**src/design/sbrp_pkg.sv**
```systemverilog
`timescale 1ns / 1ps
// ----------------------------------------------------------------------------
// sbrp_pkg
// Shared types and constants of the binding response parser.
// ----------------------------------------------------------------------------
package sbrp_pkg;

  localparam int HDR_LEN     = 20;
  localparam int VALUE_DEPTH = 20;
  localparam int POS_W       = 17;

  localparam logic [POS_W-1:0] POS_MAX      = '1;
  localparam logic [15:0]      MSG_BINDING_RESP = 16'h0101;
  localparam logic [31:0]      MAGIC_COOKIE = 32'h2112A442;
  localparam logic [15:0]      KIND_XOR     = 16'h0020;
  localparam logic [15:0]      KIND_PLAIN   = 16'h0001;
  localparam logic [7:0]       FAM_V4       = 8'h01;
  localparam logic [7:0]       FAM_V6       = 8'h02;

  typedef logic [2:0] sbrp_status_t;
  localparam sbrp_status_t ST_FOUND  = 3'd0;
  localparam sbrp_status_t ST_SHORT  = 3'd1;
  localparam sbrp_status_t ST_TRUNC  = 3'd2;
  localparam sbrp_status_t ST_TYPE   = 3'd3;
  localparam sbrp_status_t ST_COOKIE = 3'd4;
  localparam sbrp_status_t ST_TID    = 3'd5;
  localparam sbrp_status_t ST_NOADDR = 3'd6;

  typedef logic [1:0] sbrp_reg_idx_t;
  localparam sbrp_reg_idx_t REG_TID_HIGH = 2'd0;
  localparam sbrp_reg_idx_t REG_TID_LOW  = 2'd1;

  typedef struct packed {
    logic        valid;
    logic        last_byte;
    logic [7:0]  rx_byte;
  } sbrp_item_t;

  typedef struct packed {
    logic [31:0] high;
    logic [63:0] low;
  } sbrp_tid_t;

  function automatic logic [7:0] type_byte(input logic idx);
    return idx ? MSG_BINDING_RESP[7:0] : MSG_BINDING_RESP[15:8];
  endfunction

  function automatic logic [7:0] cookie_byte(input logic [1:0] idx);
    logic [7:0] res;
    case (idx)
      2'd0:    res = MAGIC_COOKIE[31:24];
      2'd1:    res = MAGIC_COOKIE[23:16];
      2'd2:    res = MAGIC_COOKIE[15:8];
      default: res = MAGIC_COOKIE[7:0];
    endcase
    return res;
  endfunction

endpackage

```
**src/design/sbrp_in_if.sv**
```systemverilog
`timescale 1ns / 1ps
// ----------------------------------------------------------------------------
// sbrp_in_if
// Datagram byte channel: one byte and a last flag per transaction.
// ----------------------------------------------------------------------------
interface sbrp_in_if;
  logic       valid;
  logic       ready;
  logic [7:0] rx_byte;
  logic       last_byte;

  modport source (output valid, output rx_byte, output last_byte, input ready);
  modport sink   (input valid, input rx_byte, input last_byte, output ready);
endinterface

```
**src/design/sbrp_out_if.sv**
```systemverilog
`timescale 1ns / 1ps
// ----------------------------------------------------------------------------
// sbrp_out_if
// Parse result channel: one status transaction per datagram.
// ----------------------------------------------------------------------------
interface sbrp_out_if;
  logic        valid;
  logic        ready;
  logic [2:0]  status;
  logic        from_xor_attribute;
  logic        is_ipv6;
  logic [15:0] mapped_port;
  logic [63:0] addr_upper;
  logic [63:0] addr_lower;

  modport source (output valid, output status, output from_xor_attribute,
                  output is_ipv6, output mapped_port, output addr_upper,
                  output addr_lower, input ready);
  modport sink   (input valid, input status, input from_xor_attribute,
                  input is_ipv6, input mapped_port, input addr_upper,
                  input addr_lower, output ready);
endinterface

```
**src/design/sbrp_cfg_if.sv**
```systemverilog
`timescale 1ns / 1ps
// ----------------------------------------------------------------------------
// sbrp_cfg_if
// Register write channel: register index and write data.
// ----------------------------------------------------------------------------
interface sbrp_cfg_if;
  logic        valid;
  logic        ready;
  logic [1:0]  reg_index;
  logic [63:0] wdata;

  modport source (output valid, output reg_index, output wdata, input ready);
  modport sink   (input valid, input reg_index, input wdata, output ready);
endinterface

```
**src/design/stun_binding_response_parser.sv**
```systemverilog
`timescale 1ns / 1ps
// ----------------------------------------------------------------------------
// stun_binding_response_parser
// Checks a STUN binding success response byte by byte and returns the
// mapped address with a status code on the datagram's last byte.
// ----------------------------------------------------------------------------
//  channel    dir  transaction                      payload
//  in_chan    in   one datagram byte                rx_byte, last_byte
//  out_chan   out  one status per datagram          status, flags, port, address
//  cfg_chan   in   register write                   reg_index, wdata
//
//  one byte per cycle sustained while no last byte waits on a pending result;
//  a byte is held in the input register; the last byte's result is registered
//  all work per byte is compares, xor and counter updates in the core stage
//  a pending result stalls only the next last byte, not ordinary bytes
//  synchronous active-low reset clears the parser state and the id registers
// ----------------------------------------------------------------------------
module stun_binding_response_parser (
  input  logic      clk,
  input  logic      rst_n,
  sbrp_in_if.sink   in_chan,
  sbrp_out_if.source out_chan,
  sbrp_cfg_if.sink  cfg_chan
);
  import sbrp_pkg::*;

  sbrp_tid_t  tid;
  sbrp_item_t item;
  logic       take;

  sbrp_cfg_regs u_cfg (
    .clk      (clk),
    .rst_n    (rst_n),
    .cfg_chan (cfg_chan),
    .tid      (tid)
  );

  sbrp_in_stage u_in (
    .clk     (clk),
    .rst_n   (rst_n),
    .in_chan (in_chan),
    .take    (take),
    .item    (item)
  );

  sbrp_core u_core (
    .clk      (clk),
    .rst_n    (rst_n),
    .item     (item),
    .tid      (tid),
    .take     (take),
    .out_chan (out_chan)
  );

endmodule

```
**src/design/sbrp_cfg_regs.sv**
```systemverilog
`timescale 1ns / 1ps
// ----------------------------------------------------------------------------
// sbrp_cfg_regs
// Expected transaction id registers, written over the config channel.
// ----------------------------------------------------------------------------
module sbrp_cfg_regs (
  input  logic              clk,
  input  logic              rst_n,
  sbrp_cfg_if.sink          cfg_chan,
  output sbrp_pkg::sbrp_tid_t tid
);
  import sbrp_pkg::*;

  logic [31:0] tid_high_r;
  logic [63:0] tid_low_r;

  assign cfg_chan.ready = 1'b1;

  always_ff @(posedge clk) begin
    if (!rst_n) begin
      tid_high_r <= '0;
      tid_low_r  <= '0;
    end else if (cfg_chan.valid) begin
      case (cfg_chan.reg_index)
        REG_TID_HIGH: tid_high_r <= cfg_chan.wdata[31:0];
        REG_TID_LOW:  tid_low_r  <= cfg_chan.wdata;
        default: begin
          // unknown index, write dropped
        end
      endcase
    end
  end

  assign tid.high = tid_high_r;
  assign tid.low  = tid_low_r;

endmodule

```
**src/design/sbrp_in_stage.sv**
```systemverilog
`timescale 1ns / 1ps
// ----------------------------------------------------------------------------
// sbrp_in_stage
// Input register for datagram bytes; refills in the cycle it is drained.
// ----------------------------------------------------------------------------
module sbrp_in_stage (
  input  logic               clk,
  input  logic               rst_n,
  sbrp_in_if.sink            in_chan,
  input  logic               take,
  output sbrp_pkg::sbrp_item_t item
);
  import sbrp_pkg::*;

  logic       valid_r;
  logic       last_r;
  logic [7:0] byte_r;
  logic       accept;

  assign in_chan.ready = !valid_r || take;
  assign accept        = in_chan.valid && in_chan.ready;

  always_ff @(posedge clk) begin
    if (!rst_n) begin
      valid_r <= 1'b0;
    end else if (accept) begin
      valid_r <= 1'b1;
    end else if (take) begin
      valid_r <= 1'b0;
    end
  end

  always_ff @(posedge clk) begin
    if (accept) begin
      last_r <= in_chan.last_byte;
      byte_r <= in_chan.rx_byte;
    end
  end

  assign item.valid     = valid_r;
  assign item.last_byte = last_r;
  assign item.rx_byte   = byte_r;

endmodule

```
**src/design/sbrp_core.sv**
```systemverilog
`timescale 1ns / 1ps
// ----------------------------------------------------------------------------
// sbrp_core
// Header check, attribute walk, address decode and the result register.
// ----------------------------------------------------------------------------
module sbrp_core (
  input  logic                 clk,
  input  logic                 rst_n,
  input  sbrp_pkg::sbrp_item_t item,
  input  sbrp_pkg::sbrp_tid_t  tid,
  output logic                 take,
  sbrp_out_if.source           out_chan
);
  import sbrp_pkg::*;

  // per-datagram state
  logic [POS_W-1:0] pos_r, pos_nxt;
  logic [15:0]      dlen_r, dlen_nxt;
  sbrp_status_t     hs_r, hs_nxt;
  logic [POS_W-1:0] start_r, start_nxt;
  logic [15:0]      kind_r, kind_nxt;
  logic [15:0]      alen_r, alen_nxt;
  logic             found_r, found_nxt;
  logic [15:0]      fport_r, fport_nxt;
  logic [63:0]      fhi_r, fhi_nxt;
  logic [63:0]      flo_r, flo_nxt;
  logic [1:0]       fflags_r, fflags_nxt;
  logic             ended_r, ended_nxt;
  logic [7:0]       vb_r [VALUE_DEPTH];

  // result register
  logic             ovalid_r;
  sbrp_status_t     status_r, status_nxt;
  logic             oxor_r;
  logic             ov6_r;
  logic [15:0]      oport_r;
  logic [63:0]      oup_r;
  logic [63:0]      olo_r;

  logic [7:0]       b;
  logic [POS_W-1:0] end_pos;
  logic             walk_on;
  logic [POS_W-1:0] k;
  logic [POS_W-1:0] kv;
  logic [4:0]       vidx;
  logic             in_attr_hdr;
  logic             store_hit;
  logic             val_end;
  logic [15:0]      len_new;
  logic [POS_W:0]   hdr_lim;
  logic [POS_W-1:0] pad_len;
  logic [POS_W:0]   next_start;
  logic [7:0]       vbm [VALUE_DEPTH];
  logic [7:0]       tid_b [12];
  logic [4:0]       hp;
  logic [3:0]       tidx;
  sbrp_status_t     hdr_err;

  // address decode
  logic             is_xor;
  logic             eval_ok;
  logic [15:0]      eval_port;
  logic [63:0]      eval_hi;
  logic [63:0]      eval_lo;
  logic             eval_v6;

  assign b    = item.rx_byte;
  assign take = item.valid && (!item.last_byte || !ovalid_r || out_chan.ready);

  assign end_pos     = POS_W'(HDR_LEN) + {1'b0, dlen_r};
  assign walk_on     = (pos_r >= POS_W'(HDR_LEN)) && !found_r && !ended_r &&
                       (pos_r >= start_r) && (pos_r < end_pos);
  assign k           = pos_r - start_r;
  assign in_attr_hdr = k < POS_W'(4);
  assign kv          = k - POS_W'(4);
  assign vidx        = kv[4:0];
  assign store_hit   = walk_on && !in_attr_hdr && (kv < POS_W'(VALUE_DEPTH));
  assign val_end     = walk_on && !in_attr_hdr &&
                       ({1'b0, kv} + (POS_W+1)'(1) == (POS_W+1)'(alen_r));
  assign len_new     = {alen_r[15:8], b};
  assign hdr_lim     = {1'b0, start_r} + (POS_W+1)'(4) + (POS_W+1)'(len_new);
  assign pad_len     = (POS_W'(alen_r) + POS_W'(3)) & ~POS_W'(3);
  assign next_start  = {1'b0, start_r} + (POS_W+1)'(4) + {1'b0, pad_len};

  assign hp   = pos_r[4:0];
  assign tidx = 4'(hp - 5'd8);

  // value bytes as seen with the current byte already stored
  always_comb begin
    for (int i = 0; i < VALUE_DEPTH; i++) begin
      vbm[i] = (store_hit && vidx == 5'(i)) ? b : vb_r[i];
    end
  end

  always_comb begin
    for (int i = 0; i < 4; i++) begin
      tid_b[i] = tid.high[8*(3-i) +: 8];
    end
    for (int i = 4; i < 12; i++) begin
      tid_b[i] = tid.low[8*(11-i) +: 8];
    end
  end

  always_comb begin
    is_xor    = kind_r == KIND_XOR;
    eval_v6   = vbm[1] == FAM_V6;
    eval_port = {vbm[2], vbm[3]} ^ (is_xor ? MAGIC_COOKIE[31:16] : 16'h0000);
    eval_ok   = (is_xor || kind_r == KIND_PLAIN) && (alen_r >= 16'd4) &&
                (vbm[0] == 8'h00) &&
                ((vbm[1] == FAM_V4 && alen_r >= 16'd8) ||
                 (eval_v6 && alen_r >= 16'd20));
    if (eval_v6) begin
      eval_hi = {vbm[4], vbm[5], vbm[6], vbm[7], vbm[8], vbm[9], vbm[10], vbm[11]} ^
                (is_xor ? {MAGIC_COOKIE, tid.high} : 64'h0);
      eval_lo = {vbm[12], vbm[13], vbm[14], vbm[15], vbm[16], vbm[17], vbm[18],
                 vbm[19]} ^ (is_xor ? tid.low : 64'h0);
    end else begin
      eval_hi = 64'h0;
      eval_lo = {32'h0, {vbm[4], vbm[5], vbm[6], vbm[7]} ^
                        (is_xor ? MAGIC_COOKIE : 32'h0)};
    end
  end

  always_comb begin
    dlen_nxt   = dlen_r;
    hs_nxt     = hs_r;
    start_nxt  = start_r;
    kind_nxt   = kind_r;
    alen_nxt   = alen_r;
    found_nxt  = found_r;
    fport_nxt  = fport_r;
    fhi_nxt    = fhi_r;
    flo_nxt    = flo_r;
    fflags_nxt = fflags_r;
    ended_nxt  = ended_r;
    hdr_err    = ST_FOUND;

    if (pos_r < POS_W'(HDR_LEN)) begin
      if (hp inside {[5'd0:5'd1]}) begin
        if (b != type_byte(hp[0])) hdr_err = ST_TYPE;
      end else if (hp inside {[5'd2:5'd3]}) begin
        dlen_nxt = {dlen_r[7:0], b};
      end else if (hp inside {[5'd4:5'd7]}) begin
        if (b != cookie_byte(hp[1:0])) hdr_err = ST_COOKIE;
      end else begin
        if (b != tid_b[tidx]) hdr_err = ST_TID;
      end
      if (hdr_err != ST_FOUND && hs_r == ST_FOUND) hs_nxt = hdr_err;
    end else if (walk_on) begin
      if (in_attr_hdr) begin
        case (k[1:0])
          2'd0: kind_nxt = {b, 8'h00};
          2'd1: kind_nxt = {kind_r[15:8], b};
          2'd2: alen_nxt = {b, 8'h00};
          default: begin
            alen_nxt = len_new;
            // value would run past the declared end
            if (hdr_lim > (POS_W+1)'(end_pos)) begin
              ended_nxt = 1'b1;
            end else if (len_new == 16'd0) begin
              start_nxt = start_r + POS_W'(4);
            end
          end
        endcase
      end else if (val_end) begin
        if (eval_ok) begin
          found_nxt  = 1'b1;
          fport_nxt  = eval_port;
          fhi_nxt    = eval_hi;
          flo_nxt    = eval_lo;
          fflags_nxt = {eval_v6, is_xor};
        end
        start_nxt = next_start[POS_W-1:0];
      end
    end

    pos_nxt = (pos_r == POS_MAX) ? pos_r : pos_r + POS_W'(1);

    if (pos_nxt < POS_W'(HDR_LEN)) begin
      status_nxt = ST_SHORT;
    end else if (pos_nxt < POS_W'(HDR_LEN) + {1'b0, dlen_nxt}) begin
      status_nxt = ST_TRUNC;
    end else if (hs_nxt != ST_FOUND) begin
      status_nxt = hs_nxt;
    end else if (found_nxt) begin
      status_nxt = ST_FOUND;
    end else begin
      status_nxt = ST_NOADDR;
    end
  end

  always_ff @(posedge clk) begin
    if (!rst_n || (take && item.last_byte)) begin
      pos_r    <= '0;
      dlen_r   <= '0;
      hs_r     <= ST_FOUND;
      start_r  <= POS_W'(HDR_LEN);
      kind_r   <= '0;
      alen_r   <= '0;
      found_r  <= 1'b0;
      fport_r  <= '0;
      fhi_r    <= '0;
      flo_r    <= '0;
      fflags_r <= '0;
      ended_r  <= 1'b0;
    end else if (take) begin
      pos_r    <= pos_nxt;
      dlen_r   <= dlen_nxt;
      hs_r     <= hs_nxt;
      start_r  <= start_nxt;
      kind_r   <= kind_nxt;
      alen_r   <= alen_nxt;
      found_r  <= found_nxt;
      fport_r  <= fport_nxt;
      fhi_r    <= fhi_nxt;
      flo_r    <= flo_nxt;
      fflags_r <= fflags_nxt;
      ended_r  <= ended_nxt;
    end
  end

  always_ff @(posedge clk) begin
    if (take && store_hit) begin
      vb_r[vidx] <= b;
    end
  end

  always_ff @(posedge clk) begin
    if (!rst_n) begin
      ovalid_r <= 1'b0;
    end else if (take && item.last_byte) begin
      ovalid_r <= 1'b1;
    end else if (out_chan.ready) begin
      ovalid_r <= 1'b0;
    end
  end

  always_ff @(posedge clk) begin
    if (take && item.last_byte) begin
      status_r <= status_nxt;
      if (status_nxt == ST_FOUND) begin
        oxor_r  <= fflags_nxt[0];
        ov6_r   <= fflags_nxt[1];
        oport_r <= fport_nxt;
        oup_r   <= fhi_nxt;
        olo_r   <= flo_nxt;
      end else begin
        oxor_r  <= 1'b0;
        ov6_r   <= 1'b0;
        oport_r <= '0;
        oup_r   <= '0;
        olo_r   <= '0;
      end
    end
  end

  assign out_chan.valid              = ovalid_r;
  assign out_chan.status             = status_r;
  assign out_chan.from_xor_attribute = oxor_r;
  assign out_chan.is_ipv6            = ov6_r;
  assign out_chan.mapped_port        = oport_r;
  assign out_chan.addr_upper         = oup_r;
  assign out_chan.addr_lower         = olo_r;

  a_fail_payload_zero: assert property (@(posedge clk) disable iff (!rst_n)
    (ovalid_r && status_r != ST_FOUND) |->
      (oup_r == 64'h0 && olo_r == 64'h0 && oport_r == 16'h0 && !oxor_r && !ov6_r))
    else $error("failing status carries a nonzero payload");

  a_v4_upper_zero: assert property (@(posedge clk) disable iff (!rst_n)
    (ovalid_r && !ov6_r) |-> (oup_r == 64'h0))
    else $error("ipv4 result with nonzero upper address");

  a_start_floor: assert property (@(posedge clk) disable iff (!rst_n)
    start_r >= POS_W'(HDR_LEN))
    else $error("attribute start below header length");

  a_clear_after_last: assert property (@(posedge clk) disable iff (!rst_n)
    (take && item.last_byte) |=> (pos_r == '0 && !found_r && ovalid_r))
    else $error("datagram state not cleared after last byte");

endmodule
```
**src/flat_wrapper.sv**
```systemverilog
// flat-port wrapper written by rule: the top's interface ports become plain ports
module stun_binding_response_parser_flat import sbrp_pkg::*;
  (clk, rst_n, in_chan_valid, in_chan_rx_byte, in_chan_last_byte, in_chan_ready, out_chan_valid, out_chan_status, out_chan_from_xor_attribute, out_chan_is_ipv6, out_chan_mapped_port, out_chan_addr_upper, out_chan_addr_lower, out_chan_ready, cfg_chan_valid, cfg_chan_reg_index, cfg_chan_wdata, cfg_chan_ready);
  sbrp_in_if in_chan_i ();
  sbrp_out_if out_chan_i ();
  sbrp_cfg_if cfg_chan_i ();
  input  logic clk;
  input  logic rst_n;
  input wire logic [$bits(in_chan_i.valid)-1:0] in_chan_valid;
  input wire logic [$bits(in_chan_i.rx_byte)-1:0] in_chan_rx_byte;
  input wire logic [$bits(in_chan_i.last_byte)-1:0] in_chan_last_byte;
  output wire logic [$bits(in_chan_i.ready)-1:0] in_chan_ready;
  output wire logic [$bits(out_chan_i.valid)-1:0] out_chan_valid;
  output wire logic [$bits(out_chan_i.status)-1:0] out_chan_status;
  output wire logic [$bits(out_chan_i.from_xor_attribute)-1:0] out_chan_from_xor_attribute;
  output wire logic [$bits(out_chan_i.is_ipv6)-1:0] out_chan_is_ipv6;
  output wire logic [$bits(out_chan_i.mapped_port)-1:0] out_chan_mapped_port;
  output wire logic [$bits(out_chan_i.addr_upper)-1:0] out_chan_addr_upper;
  output wire logic [$bits(out_chan_i.addr_lower)-1:0] out_chan_addr_lower;
  input wire logic [$bits(out_chan_i.ready)-1:0] out_chan_ready;
  input wire logic [$bits(cfg_chan_i.valid)-1:0] cfg_chan_valid;
  input wire logic [$bits(cfg_chan_i.reg_index)-1:0] cfg_chan_reg_index;
  input wire logic [$bits(cfg_chan_i.wdata)-1:0] cfg_chan_wdata;
  output wire logic [$bits(cfg_chan_i.ready)-1:0] cfg_chan_ready;
  assign in_chan_i.valid = in_chan_valid;
  assign in_chan_i.rx_byte = in_chan_rx_byte;
  assign in_chan_i.last_byte = in_chan_last_byte;
  assign in_chan_ready = in_chan_i.ready;
  assign out_chan_valid = out_chan_i.valid;
  assign out_chan_status = out_chan_i.status;
  assign out_chan_from_xor_attribute = out_chan_i.from_xor_attribute;
  assign out_chan_is_ipv6 = out_chan_i.is_ipv6;
  assign out_chan_mapped_port = out_chan_i.mapped_port;
  assign out_chan_addr_upper = out_chan_i.addr_upper;
  assign out_chan_addr_lower = out_chan_i.addr_lower;
  assign out_chan_i.ready = out_chan_ready;
  assign cfg_chan_i.valid = cfg_chan_valid;
  assign cfg_chan_i.reg_index = cfg_chan_reg_index;
  assign cfg_chan_i.wdata = cfg_chan_wdata;
  assign cfg_chan_ready = cfg_chan_i.ready;
  stun_binding_response_parser u_core (.clk(clk), .rst_n(rst_n), .in_chan(in_chan_i), .out_chan(out_chan_i), .cfg_chan(cfg_chan_i));
endmodule
```
**config.mk**
```make
export PLATFORM = sky130hd
export DESIGN_NAME = stun_binding_response_parser_flat
export DESIGN_NICKNAME = d
export VERILOG_FILES = /design/src/design/sbrp_pkg.sv /design/src/design/sbrp_in_if.sv /design/src/design/sbrp_out_if.sv /design/src/design/sbrp_cfg_if.sv /design/src/design/stun_binding_response_parser.sv /design/src/design/sbrp_cfg_regs.sv /design/src/design/sbrp_in_stage.sv /design/src/design/sbrp_core.sv /design/src/flat_wrapper.sv
export SDC_FILE = /design/constraint.sdc
export NUM_CORES = 2
export LEC_CHECK = 0
export BUFFER_PORTS_ARGS = -buffer_cell sky130_fd_sc_hd__buf_2
export CORE_MARGIN = 8
export CORE_UTILIZATION = 55
export DETAILED_ROUTE_END_ITERATION = 10
export GPL_TIMING_DRIVEN = 0
export PLACE_DENSITY = 0.75
export REMOVE_ABC_BUFFERS = 1
export SETUP_SLACK_MARGIN = 0.5
export SLEW_MARGIN = 10
export SYNTH_ARGS = -nofsm -noshare
export SYNTH_HDL_FRONTEND = slang
export SYNTH_SLANG_ARGS = --single-unit
```
**constraint.sdc**
```tcl
create_clock -name clk -period 7.4 [get_ports clk]
set_input_delay 0.37 -clock clk [delete_from_list [all_inputs] [get_ports clk]]
set_output_delay 0.37 -clock clk [all_outputs]
set_load 0.02 [all_outputs]
```
======== Word level (Yosys, flattened, before mapping) ========
Memory sizes are Yosys's and may differ from the RTL's.
Cells that the tools add are included.
cells by class
  order comparisons ....................... 19
  muxes and demuxes ....................... 89
  divide/modulo/power cells ............... 0
  multiply operators ...................... 0
  equality and inequality tests ........... 36
  add/subtract/negate cells ............... 12
  shifts and indexed selects .............. 0
  reduce and logical (&&, ||, !) cells .... 77
  bitwise operators ....................... 9
operators with widths
  cell                     number
  $mux W64                 13
  $mux W8                  26
  $mux W16                 8
  $mux W17                 6
  $pmux W16 S2             2
  $xor A64 B62 Y64         1
  $xor A64 B64 Y64         1
  $mux W62                 1
  $lt A17 B5 Y1 const B    3
  $eq A5 B4 Y1 const B     8
  $logic_and A1 B1 Y1      40
  $mux W3                  12
  $add A5 B16 Y17 const A  2
  $lt A17 B17 Y1           2
  $bmux W8 S4              1
  $xor A32 B30 Y32         1
  $mux W30                 1
  $pmux W8 S3              1
  $eq A5 B3 Y1 const B     4
  $eq A5 B5 Y1 const B     4
  $add A17 B1 Y18 const B  1
  $add A17 B3 Y18 const B  1
  $add A18 B16 Y18         1
  $eq A18 B16 Y1           1
  other kinds (55)         101
storage, ports and cells
  memories kept ........................... 1
  bits in latches ......................... 0
  word-level logic and storage cells ...... 269
  input bits .............................. 80
  register bits after elaboration ......... 489
  memory bits (read-only) ................. 0
  bits in writable memories ............... 160
  output and inout port bits .............. 152
memory list
  name                words  width  read ports  clocked after Yosys merged registers in  wr ports  line             source
  u_core.u_core.vb_r  20     8      20          0                                        1         sbrp_core.sv:29  logic [7:0] vb_r [VALUE_DEPTH];

======== Longest topological paths before layout ========
  depth after elaboration ................. 23
  mapped depth ............................ 33
  depth with buffers taken out ............ 27

======== Modules after synthesis ========
Synthesis repeated with hierarchy kept, for this count alone.
unflattened totals
  cell total of the unflattened synthesis .. 3702
  area, all modules ....................... 36298.6 µm²
by module, submodules not included
  module         times used  area each (µm²)  sequential area each (µm²)  cells an instance
  sbrp_core      1           32127.1          13923.4                     3301
  sbrp_cfg_regs  1           3828.7           1921.8                      385
  sbrp_in_stage  1           342.8            290.3                       16

======== Least setup slack after synthesis ========
No wires, ideal clock.
  path type ............................... register to register
  start ................................... reg u_core.u_core.pos_r[1]
  end ..................................... reg u_core.u_core.olo_r[10] (netlist: u_core.u_core.out_chan.addr_lower[10]), data pin
  cell stages (with the launch flop) ...... 28
  data required time ...................... 7133 ps
  setup slack ............................. 1094 ps
  path buffers ............................ 8
  library setup time ...................... 267 ps
  clock period less this slack ............ 6306 ps
  arrival ................................. 6039 ps
  cells stage by stage .................... dfxtp_1 -> buf_1 -> buf_1 -> inv_1 -> ha_1 -> clkbuf_1 -> inv_1 -> and4_1 -> and3_1 -> clkbuf_1 -> clkbuf_1 -> buf_1 -> mux2i_1 -> xnor2_1 -> ha_1 -> a21o_1 -> a21o_1 -> a21o_1 -> a21o_1 -> a21o_1 -> a21o_1 -> a21o_1 -> o41ai_1 -> nor4_1 -> o31ai_4 -> buf_4 -> buf_4 -> a211oi_2
on the way
  word-level cells in the longest chain between the ends .. 23
  elaborated cells on any way between the ends .. 100
  classes of those cells .................. 6 x add/sub; 14 x order compare; 11 x eq/ne; 39 x mux; 3 x bitwise; 27 x reduce/logical
RTL lines
  item                                                                       line              source
  from (decl)                                                                sbrp_core.sv:17   logic [POS_W-1:0] pos_r, pos_nxt;
  from (signal assigned)                                                     sbrp_core.sv:207  pos_r <= pos_nxt;
  parallel branches: the longest is 23 deep, another holds $sub A17 B17 Y17  n/a
  to (signal assigned)                                                       sbrp_core.sv:246  olo_r <= flo_nxt;
  to (decl)                                                                  sbrp_core.sv:38   logic [63:0] olo_r;
Parallel ways; which one is timed is not known. The select of a mux whose other input is x is not followed.
A chain may end at the register's enable or synchronous reset.

======== Worst setup path after layout ========
  start ................................... reg u_core.u_core.pos_r[2]
  end ..................................... reg u_core.u_core.oup_r[7] (netlist: u_core.u_core.out_chan.addr_upper[7]), data pin
on the way
  word-level cells in the longest chain between the ends .. 23
  elaborated cells on any way between the ends .. 86
  classes of those cells .................. 6 x add/sub; 14 x order compare; 7 x eq/ne; 32 x mux; 2 x bitwise; 25 x reduce/logical
RTL lines
  item                                                                       line              source
  parallel branches: the longest is 23 deep, another holds $sub A17 B17 Y17  n/a
  to (signal assigned)                                                       sbrp_core.sv:245  oup_r <= fhi_nxt;
  to (decl)                                                                  sbrp_core.sv:37   logic [63:0] oup_r;
Parallel ways; which one is timed is not known. The select of a mux whose other input is x is not followed.

==> flow_summary.yaml <==
detailed_routing:
  drcViolationCount: 0
  drtIter0Drc: 3576
  vias: 31600
  drt_first_pass_iters: 6
  viasPerCell: 6.24
  avgRoutedWirePerCell_um: 21.8
  wirelength_um: 110000
  drtAntennaViolNets: 0
clocking:
  cts_tree: "yes"
  cts-buffers-inserted: 69
  clock-sinks: 647
  clockBufferDepth: 3
  clock_latency_ns: 0.62
  htree_levels: 3
  path_clk_slew_ns: 0.06
  cts_root_buf: "clkbuf_16"
timing:
  max_freq_mhz: 149
  period_needed_ns: 6.71
  worstMarginPinSlew_ns: 1.10
  hold_violations: 0
  fin_skew_ns: 0.0260
  whs_ns: 0.0160
  rsz0062_at_grt: "false"
  maxSlewHeadroom: 0.265
  fin_ws_ns: 0.689
  period_share: 0.907
  drv_slew: 0
  setup_viol: 0
logic_synthesis:
  synth-edff-count: 318
  synthAdderAreaFrac: 0.0397
  synthCells: 4023
  syn-cell-area_um2: 36200
  async_reset_ff_frac: 0
  ys.flop_type: "dfxtp_1"
  synth_compound_area_frac: 0.152
  syn_avg_cell_area_um2: 8.99
  yosysUniqueCellTypes: 91
  yosysSeqAreaShare: 0.446
  synth.area.mux_share: 0.0631
  yosysWarnings: 0
  yosys.area_share.simple: 0.203
  ys_seq_elements: 647
  synthXorXnorAreaFrac: 0.0535
  synth_top_family_by_area: "simple AND/OR/NAND/NOR gates"
power:
  leakagePower_nw: 15.2
  power_density_nw_per_um2: 187
  p_sw_w: 0.00176
  p_clk_frac: 0.454
  peakVddDrop_mv: 0.128
  seqPwrFrac: 0.491
  swShare: 0.227
  comb_power_share: 0.055
  totalPowerFinal_w: 0.00777
  p_int_w: 0.00600
placed_design:
  gp_congestion: 0.919
  dp_slack_ns: -1.22
  port_buffers: 230
  hpwl_um: 77300
layout:
  seq_area_um2: 16200
  drive_gt1_frac: 0.140
  antenna_cells: 0
  area_delta_synth_final_pct: 14.9
  final_common_cell: "nand2_1"
  multi_input_area_um2: 18800
  finalNetCount: 4331
  final_util: 0.636
  final.fill_count: 5284
  final_cell_mix: "813 x nand2_1, 363 x a21oi_1, 325 x dfxtp_1"
critical_path:
  cp.required_ns: 7.75
  critPathArrivalTime_ns: 7.06
  cp_common_cell: "buf_8"
  crit_family: "compound AO/OA/AOI/OAI gates"
  critPathSlowestCell: "or3b_4"
  crit_type: "register to register"
  critPathMaxStageDelay_ns: 0.57
  crit_buf_inv: 8
  cp-end-kind: "register"
  cp_cell_sequence: "inv_1, ha_1, inv_1, fa_1, a21o_1, a21oi_1, xor2_2, nand2_1, nor3_1, nand2_1, o211a_1, or3b_4, o31a_1, o21ai_4, and4bb_4, o31ai_4, buf_8, buf_8, buf_8, buf_8, buf_8, buf_8, a21oi_1"
  r2r_cells: 23
  cp_max_fo: 29
  start_kind: "register"
  cp.depth: 23
floorplanning:
  chipHeight_um: 272
  core_um2: 65400
  io_pins: 232
  fp.dieW_um: 272
  die_area_um2: 74200
  initial_core_util: 0.553
  rows: 94
grt:
  grt_pass1_wl_um: 169000
  grtUsageTotal: 0.284
  grt_pass1_vias: 29500
  grt_max_degree: 86
  antenna_found_initial: 1
  grt.overflow.total: 0
min_path:
  min_path_cells: 3
  hp-class: "primary input to register"
outcome:
  status: "completed"
run:
  maxCapViolCount: 0
==> layer usage <==
metal,part of all wire,vias to the layer above,track usage
met1,0.39,15100,0.369
met2,0.47,1558,0.460
met3,0.086,278,0.0403
li1,-,14600,-
met5,0.00012,-,0
met4,0.052,2,0.148
==> final timing paths <==
path	start	to	slack, ns
worst max-delay path	u_core.u_core.pos_r[2]$_SDFFE_PP0P_	u_core.u_core.out_chan.addr_upper[7]$_SDFFCE_PP0P_	0.69
worst min-delay path	cfg_chan_wdata[52]	u_core.u_cfg.tid_low_r[52]$_SDFFE_PN0P_	0.02
worst max register to register	u_core.u_core.pos_r[2]$_SDFFE_PP0P_	u_core.u_core.out_chan.addr_upper[7]$_SDFFCE_PP0P_	0.69
worst min register to register	u_core.u_core.fhi_r[58]$_SDFFE_PP0P_	u_core.u_core.fhi_r[58]$_SDFFE_PP0P_	0.45
==> per-stage QoR <==
step                TNS (ns)  cell area, um^2  instances
floorplan           -1697.88            34900       3715
global placement    -4040.74            37100       4809
detailed placement   -119.78            38700       4890
CTS                        0            41300       5038
global route               0            41600       5057
finish                     0            41600       5057
==> power groups by stage <==
| stage | clock (W) | sequential (W) | combinational, W |
|---|---|---|---|
| after floorplan | 0 | 0.00391 | 0.000177 |
| after global placement | 0 | 0.00395 | 0.000294 |
| after detailed placement | 0 | 0.00390 | 0.000397 |
| after CTS | 0.00355 | 0.00382 | 0.000408 |
| after global routing | 0.00369 | 0.00382 | 0.000449 |
| final | 0.00353 | 0.00382 | 0.000424 |
==> worst reg2reg max path: cells and delay by family, from the launching register on <==
family                   cells  cell delay, ns
AO/OA/AOI/OAI                7            1.94
flip-flops                   1            0.43
XOR/XNOR                     1            0.33
buffers and inverters        8            1.53
AND/OR/NAND/NOR              5            1.58
adder cells (fa/ha/maj)      2            0.64
==> flip-flops by register name, summed over array words and instances (netlist names), 8 cells and up <==
signal / flops
u_core.u_cfg.tid_high_r: 32
u_core.u_core.vb_r: 160
u_core.u_core.out_chan.addr_upper: 64
u_core.u_in.byte_r: 8
u_core.u_core.start_r: 15
u_core.u_core.dlen_r: 16
u_core.u_core.kind_r: 16
u_core.u_cfg.tid_low_r: 64
u_core.u_core.alen_r: 16
u_core.u_core.fhi_r: 64
u_core.u_core.pos_r: 17
u_core.u_core.out_chan.addr_lower: 64
u_core.u_core.out_chan.mapped_port: 16
u_core.u_core.fport_r: 16
u_core.u_core.flo_r: 64
==> cells by family (layout without fill, tap and decap cells) <==
kind of cell	after synthesis	in the layout
and+or+nand+nor	1618	1621
other	1	1
muxes	194	194
buffers and inverters	371	538
adders and majority gates	113	113
AOI/OAI and AO/OA	863	863
DFF	647	647
xor gates and xnor gates	216	216
==> synth_stat cells (all sizes together) (10+ instances only) <==
| master | instances | area share |
|---|---|---|
| and3 | 31 | 0.0054 |
| nor2 | 223 | 0.023 |
| mux2i | 138 | 0.038 |
| buf | 92 | 0.013 |
| a31oi | 41 | 0.0071 |
| nand4 | 73 | 0.013 |
| nand3 | 222 | 0.031 |
| ha | 110 | 0.038 |
| and2 | 20 | 0.0035 |
| nor2b | 15 | 0.0026 |
| mux4 | 24 | 0.015 |
| nor3 | 51 | 0.0073 |
| o21ai | 97 | 0.013 |
| o21a | 18 | 0.0037 |
| xor2 | 120 | 0.029 |
| a21oi | 365 | 0.051 |
| and4 | 10 | 0.0024 |
| a211oi | 115 | 0.027 |
| nor4 | 31 | 0.0060 |
| o211ai | 13 | 0.0028 |
| mux2 | 32 | 0.010 |
| nand2 | 816 | 0.085 |
| clkbuf | 216 | 0.022 |
| dfxtp | 329 | 0.18 |
| edfxtp | 318 | 0.26 |
| or3 | 86 | 0.015 |
| a21o | 30 | 0.0062 |
| inv | 61 | 0.0063 |
| xnor2 | 94 | 0.023 |
| a21boi | 106 | 0.022 |
==> timing repair <==
action / in CTS / in global routing
endpoints found under the setup margin: 297 / 217
setup buffers: 4 / 19
gates resized for setup: 28 / 21
hold buffers: 15 / 0
hold endpoints to repair: 15 / 0
cloned: 3 / 0
pin swaps: 2 / 5
==> cell type report <==
type / count / area share
clock buffer: 105 / 0.0487
tap: 864 / 0.0260
sequential: 647 / 0.389
timing repair buffer: 349 / 0.0718
multi-input combinational: 3008 / 0.453
inverter: 63 / 0.00584
clock inverter: 21 / 0.00638
Note: power is estimated with default switching activity, not from simulation.
